$ cat config.mk
export PLATFORM = sky130hd
export DESIGN_NAME = pclut_cfg_flat
export DESIGN_NICKNAME = d
export VERILOG_FILES = /design/src/rtl/pclut_pkg.sv /design/src/rtl/pclut_cfg_if.sv /design/src/rtl/pclut_cfg.sv /design/src/flat_wrapper.sv
export SDC_FILE = /design/constraint.sdc
export NUM_CORES = 1
export LEC_CHECK = 0
export BUFFER_PORTS_ARGS = -buffer_cell sky130_fd_sc_hd__buf_4
export CAP_MARGIN = 20
export CORE_UTILIZATION = 44
export CTS_CLUSTER_SIZE = 28
export DETAILED_ROUTE_END_ITERATION = 16
export GPL_TIMING_DRIVEN = 1
export HOLD_SLACK_MARGIN = 0.05
export PLACE_DENSITY = 0.66
export SLEW_MARGIN = 20
export SYNTH_ARGS = -nofsm -noshare
export SYNTH_HDL_FRONTEND = slang
export SYNTH_SLANG_ARGS = --single-unit
$ cat constraint.sdc
create_clock -name clk -period 2.4 [get_ports clk]
set_input_delay 0.12 -clock clk [delete_from_list [all_inputs] [get_ports clk]]
set_output_delay 0.12 -clock clk [all_outputs]
set_load 0.005 [all_outputs]
$ cat src/rtl/pclut_pkg.sv
// ----------------------------------------------------------------------------
// pclut_pkg
// Shared constants, codes, types and the ARGB8888 expansion function of the
// palette color lookup table.
// ----------------------------------------------------------------------------
package pclut_pkg;

	localparam int MAX_PALETTES = 16;
	localparam int MAX_COLORS   = 256;
	localparam int PAL_W        = $clog2(MAX_PALETTES);
	localparam int COL_W        = $clog2(MAX_COLORS);
	localparam int ADDR_W       = PAL_W + COL_W;
	localparam int LP_W         = PAL_W + 1;

	// operations
	localparam logic OP_LOAD = 1'b0;
	localparam logic OP_READ = 1'b1;

	// register indexes
	localparam int          REG_IDX_W      = 2;
	localparam logic [1:0]  REG_FORMAT     = 2'd0;
	localparam logic [1:0]  REG_PAL_COUNT  = 2'd1;
	localparam logic [1:0]  REG_COL_COUNT  = 2'd2;

	// source formats
	localparam logic [1:0] FMT_8888 = 2'd0;
	localparam logic [1:0] FMT_4444 = 2'd1;
	localparam logic [1:0] FMT_1555 = 2'd2;
	localparam logic [1:0] FMT_565  = 2'd3;

	localparam logic [15:0] KEY_565 = 16'hF81F;

	typedef struct packed {
		logic              we;
		logic [ADDR_W-1:0] waddr;
		logic [1:0]        fmt;
		logic [7:0]        pal_count;
		logic [7:0]        col_count;
	} pclut_ctrl_t;

	function automatic logic [31:0] expand(input logic [1:0] fmt, input logic [31:0] w);
		logic [15:0] c;
		logic [31:0] r;
		c = w[15:0];
		case (fmt)
			FMT_8888: r = w;
			FMT_4444: r = {c[15:12], c[15:12], c[11:8], c[11:8],
				c[7:4], c[7:4], c[3:0], c[3:0]};
			FMT_1555: r = c[15] ? {8'hFF, c[14:10], 3'b000, c[9:5], 3'b000,
				c[4:0], 3'b000} : 32'h0;
			FMT_565:  r = (c == KEY_565) ? 32'h0 : {8'hFF, c[15:11], 3'b000,
				c[10:5], 2'b00, c[4:0], 3'b000};
			default:  r = w;
		endcase
		return r;
	endfunction

endpackage

$ cat src/rtl/pclut_cfg_if.sv
// ----------------------------------------------------------------------------
// pclut_cfg_if
// Configuration write channel: register index and data with valid/ready.
// ----------------------------------------------------------------------------
interface pclut_cfg_if;
	logic       valid;
	logic       ready;
	logic [1:0] index;
	logic [7:0] data;

	modport source (output valid, index, data, input ready);
	modport sink (input valid, index, data, output ready);
endinterface

$ cat src/rtl/pclut_cfg.sv
// ----------------------------------------------------------------------------
// pclut_cfg
// Configuration registers and the load position that walks the table.
// ----------------------------------------------------------------------------
module pclut_cfg
	import pclut_pkg::*;
(
	input  logic        clk,
	input  logic        arst_n,
	pclut_cfg_if.sink   cfg,
	input  logic        load_fire,
	output pclut_ctrl_t ctrl
);

	logic [1:0]      fmt_q;
	logic [7:0]      pal_count_q;
	logic [7:0]      col_count_q;
	logic [LP_W-1:0] lp_q;
	logic [7:0]      lc_q;
	logic            cfg_fire;
	logic            cfg_hit;
	logic            pos_ok;
	logic [8:0]      lc_inc;
	logic            lc_wrap;

	assign cfg.ready = 1'b1;
	assign cfg_fire  = cfg.valid && cfg.ready;
	assign cfg_hit   = cfg_fire && (cfg.index == REG_FORMAT || cfg.index == REG_PAL_COUNT ||
		cfg.index == REG_COL_COUNT);

	assign pos_ok = ({{(8-LP_W){1'b0}}, lp_q} < pal_count_q) &&
		(lp_q < LP_W'(MAX_PALETTES)) &&
		(lc_q < col_count_q) && ({1'b0, lc_q} < 9'(MAX_COLORS));

	assign lc_inc  = {1'b0, lc_q} + 9'd1;
	assign lc_wrap = (lc_inc >= {1'b0, col_count_q}) || (lc_inc >= 9'(MAX_COLORS));

	always_ff @(posedge clk or negedge arst_n) begin
		if (!arst_n) begin
			fmt_q       <= FMT_8888;
			pal_count_q <= 8'd1;
			col_count_q <= 8'd1;
			lp_q        <= '0;
			lc_q        <= '0;
		end else if (cfg_hit) begin
			case (cfg.index)
				REG_FORMAT:    fmt_q       <= cfg.data[1:0];
				REG_PAL_COUNT: pal_count_q <= cfg.data;
				REG_COL_COUNT: col_count_q <= cfg.data;
				default:       fmt_q       <= fmt_q;
			endcase
			lp_q <= '0;
			lc_q <= '0;
		end else if (load_fire && pos_ok) begin
			if (lc_wrap) begin
				lc_q <= '0;
				lp_q <= lp_q + LP_W'(1);
			end else begin
				lc_q <= lc_inc[7:0];
			end
		end
	end

	assign ctrl.we        = load_fire && pos_ok;
	assign ctrl.waddr     = {lp_q[PAL_W-1:0], lc_q[COL_W-1:0]};
	assign ctrl.fmt       = fmt_q;
	assign ctrl.pal_count = pal_count_q;
	assign ctrl.col_count = col_count_q;

	a_pos_bound: assert property (@(posedge clk) disable iff (!arst_n)
		lp_q <= LP_W'(MAX_PALETTES))
		else $error("load palette position past table");

	a_cfg_rewind: assert property (@(posedge clk) disable iff (!arst_n)
		cfg_hit |=> (lp_q == '0 && lc_q == '0))
		else $error("load position not rewound after config beat");

	a_we_in_size: assert property (@(posedge clk) disable iff (!arst_n)
		ctrl.we |-> (lc_q < col_count_q && {{(8-LP_W){1'b0}}, lp_q} < pal_count_q))
		else $error("table write outside configured size");

endmodule
$ cat src/flat_wrapper.sv
// flat-port wrapper written by rule: the top's interface ports become plain ports
module pclut_cfg_flat import pclut_pkg::*;
  (clk, arst_n, load_fire, ctrl, cfg_valid, cfg_index, cfg_data, cfg_ready);
  pclut_cfg_if cfg_i ();
  input  logic clk;
  input  logic arst_n;
  input  logic load_fire;
  output pclut_ctrl_t ctrl;
  input wire logic [$bits(cfg_i.valid)-1:0] cfg_valid;
  input wire logic [$bits(cfg_i.index)-1:0] cfg_index;
  input wire logic [$bits(cfg_i.data)-1:0] cfg_data;
  output wire logic [$bits(cfg_i.ready)-1:0] cfg_ready;
  assign cfg_i.valid = cfg_valid;
  assign cfg_i.index = cfg_index;
  assign cfg_i.data = cfg_data;
  assign cfg_ready = cfg_i.ready;
  pclut_cfg u_core (.clk(clk), .arst_n(arst_n), .cfg(cfg_i), .load_fire(load_fire), .ctrl(ctrl));
endmodule
==> results.json <==
{
  "total_leakage_power_nw": 1.384,
  "pin_count": 46,
  "drv_cap": 0,
  "violations": "setup timing",
  "grt_first_pass_wirelength_um": 7617,
  "cp-endpoint": "u_core.lp_q[2]",
  "clockBufferDepth": 2,
  "drive_gt1_share_pct": 48.59,
  "pre_cts_slack_ns": -0.2325,
  "cts_buffers": 5,
  "first_pass_iters": 4,
  "skew_ns": 0.005765,
  "clkTransAtPathRegs_ns": 0.07,
  "fin_hold_ws_ns": 0.07598,
  "syn-num-nets": 216,
  "yosys_warnings": 0,
  "cts.sinks": 31,
  "first_global_vias": 1562,
  "antenna_found_initial": 0,
  "fin_area_um2": 2708,
  "syn_inst": 180,
  "drc_errors": 0,
  "io_buffers": 44,
  "hold_path_class": "in2reg",
  "fmax_mhz": 382.7,
  "rrSetupSlack_ns": -0.21,
  "startpoint": "u_core.lc_q[2]",
  "reg2reg_to": "u_core.lp_q[2]",
  "row_count": 24,
  "synth_top_cell_by_area": "dfrtp_1",
  "finalCriticalPeriod_ns": 2.613,
  "regToRegStartpoint": "u_core.lc_q[2]",
  "via_count": 1608,
  "arrival_ns": 2.77,
  "synth-main-ff-cell": "dfrtp_1",
  "antenna_left": 0,
  "h-tree-depth": 2,
  "cts_root_buf": "clkbuf_8",
  "outcome": "complete, but fails checks",
  "synth.most_common_cell": "dfrtp_1",
  "r2r_cells": 11,
  "netlist.area_leader.share_pct": 36.18,
  "required_ns": 2.56,
  "grt_util_all_layers_pct": 20.40,
  "finish.net_count": 284,
  "diodes": 0,
  "place_congestion": 0.8387,
  "ys_types": 45,
  "rsz0062_at_grt": "yes",
  "p_per_area_nw_per_um2": 773.0,
  "critPathMaxFanout": 8,
  "startpoint_type": "flip-flop",
  "grt_overflow": 0,
  "tns_ns": -1.789,
  "clock_latency_ns": 0.28,
  "post-dp-hpwl_um": 3569,
  "wire_per_inst_um": 15.31,
  "grt_max_degree": 32,
  "start_util_pct": 46.06,
  "multi_input_area_um2": 1184,
  "seq_area_frac_synth_pct": 38.80,
  "final_hold_viol_count": 0,
  "irDropWorstVdd_uv": 480.6,
  "finalWirelength_um": 4608,
  "stdcell_count": 301,
  "postSynthAreaPerCell_um2": 11.14,
  "drt_iter0_drc": 23,
  "synth-seq-cells": 31,
  "die_area_um2": 4832,
  "slew_violations": 0,
  "fin_util_pct": 62.18,
  "synthArstFlopShare_pct": 100.0,
  "synth_area_um2": 2006,
  "setup_viol": 12,
  "die_height_um": 69.52,
  "regArea_um2": 779.5,
  "vias_per_cell": 5.342,
  "finalCritPeriodShare_pct": 108.9,
  "fill_cells": 366,
  "area_delta_synth_final_pct": 35.00,
  "criticalPathCategory": "reg2reg",
  "core_area_um2": 4354,
  "die_x_um": 69.52,
  "synth_edf_count": 0,
  "place_inst": 288,
  "worst_setup_path_end_kind": "flip-flop",
  "synth_commonest_cells": "29 x dfrtp_1, 22 x ha_1, 22 x mux2_2",
  "fin_ws_ns": -0.2133,
  "cts_tree": "yes",
  "postPlaceCellArea_um2": 2516,
  "total_power_mw": 2.093,
  "ys_top_cells_by_area": "dfrtp_1 36%, ha_1 14%, mux2_2 12%, inv_1 2.8%, dfstp_2 2.6%"
}
==> registers in the layout, indices dropped and copies added (netlist names) <==
register and cells:
u_core.fmt_q 2, u_core.lp_q 5, u_core.col_count_q 8, u_core.lc_q 8, u_core.pal_count_q 8
==> worst min path at each step <==
stage                                  endpoint  cells after the start  slack (ns)   startpoint
after floorplan           u_core.col_count_q[1]                      0       -0.18       arst_n
after global placement           u_core.lc_q[5]                      1        0.08       arst_n
after detailed placement         u_core.lc_q[5]                      1        0.08       arst_n
after CTS                 u_core.pal_count_q[3]                      2        0.07  cfg_data[3]
after global routing      u_core.col_count_q[5]                      2        0.06  cfg_data[5]
final                     u_core.pal_count_q[3]                      2        0.08  cfg_data[3]
==> metal layers <==
metal	track usage (%)	vias to the layer above	part of all wire, %
met1	26.64	762	44
met3	5.814	7	5.1
li1	-	785	-
met5	0	-	0
met2	32.79	54	50
met4	6.122	0	1.0
==> cells in the final DEF, fill, tap and decap left out, types with 4 or more instances in the layout <==
| cell type | n |
|---|---|
| clkbuf_8 | 5 |
| o211ai_1 | 4 |
| ha_1 | 21 |
| inv_1 | 15 |
| a21o_1 | 4 |
| nand2_1 | 6 |
| mux2_2 | 22 |
| dfrtp_1 | 28 |
| buf_4 | 65 |
| nand3_1 | 6 |
| nor2_1 | 8 |
==> power breakdown <==
part / internal, mW / switching (mW)
clock: 0.207 / 0.209
sequential: 0.641 / 0.113
combinational: 0.517 / 0.407
total: 1.36 / 0.729
==> timing repair <==
action,CTS,global route
gates resized for setup,6,7
endpoints found under the setup margin,12,14
pin swaps,9,8
gates cloned,0,0
setup buffers,1,3
hold buffers,1,0
endpoints found under the hold margin,29,0
==> cell type report <==
type / instances / area share, %
Clock buffer: 5 / 2.542
Sequential cell: 31 / 28.79
Multi-Input combinational cell: 127 / 43.72
Tap cell: 52 / 2.403
Clock inverter: 3 / 0.9242
Timing Repair Buffer: 68 / 19.55
Inverter: 15 / 2.079
==> cell families after synthesis <==
| family | count (synthesis) | synth area share (%) |
|---|---|---|
| simple gates | 48 | 14.29 |
| flops | 31 | 38.80 |
| compound gates | 26 | 11.29 |
| mux | 24 | 13.60 |
| fa+ha+maj | 22 | 13.72 |
| buf+inv | 22 | 5.489 |
| xor+xnor | 6 | 2.621 |
| other cells | 1 | 0.1870 |
==> worst max-delay path, stage by stage (launching register included) <==
cell,delay [ns]
dfrtp_2,0.36
and3_4,0.18
and3_4,0.20
nand3_4,0.07
xnor2_2,0.15
ha_1,0.32
and3_4,0.19
a22oi_2,0.16
o211ai_1,0.13
a31o_2,0.29
and4_1,0.17
a311o_1,0.27
No activity file was read; power rests on OpenSTA's default activity.
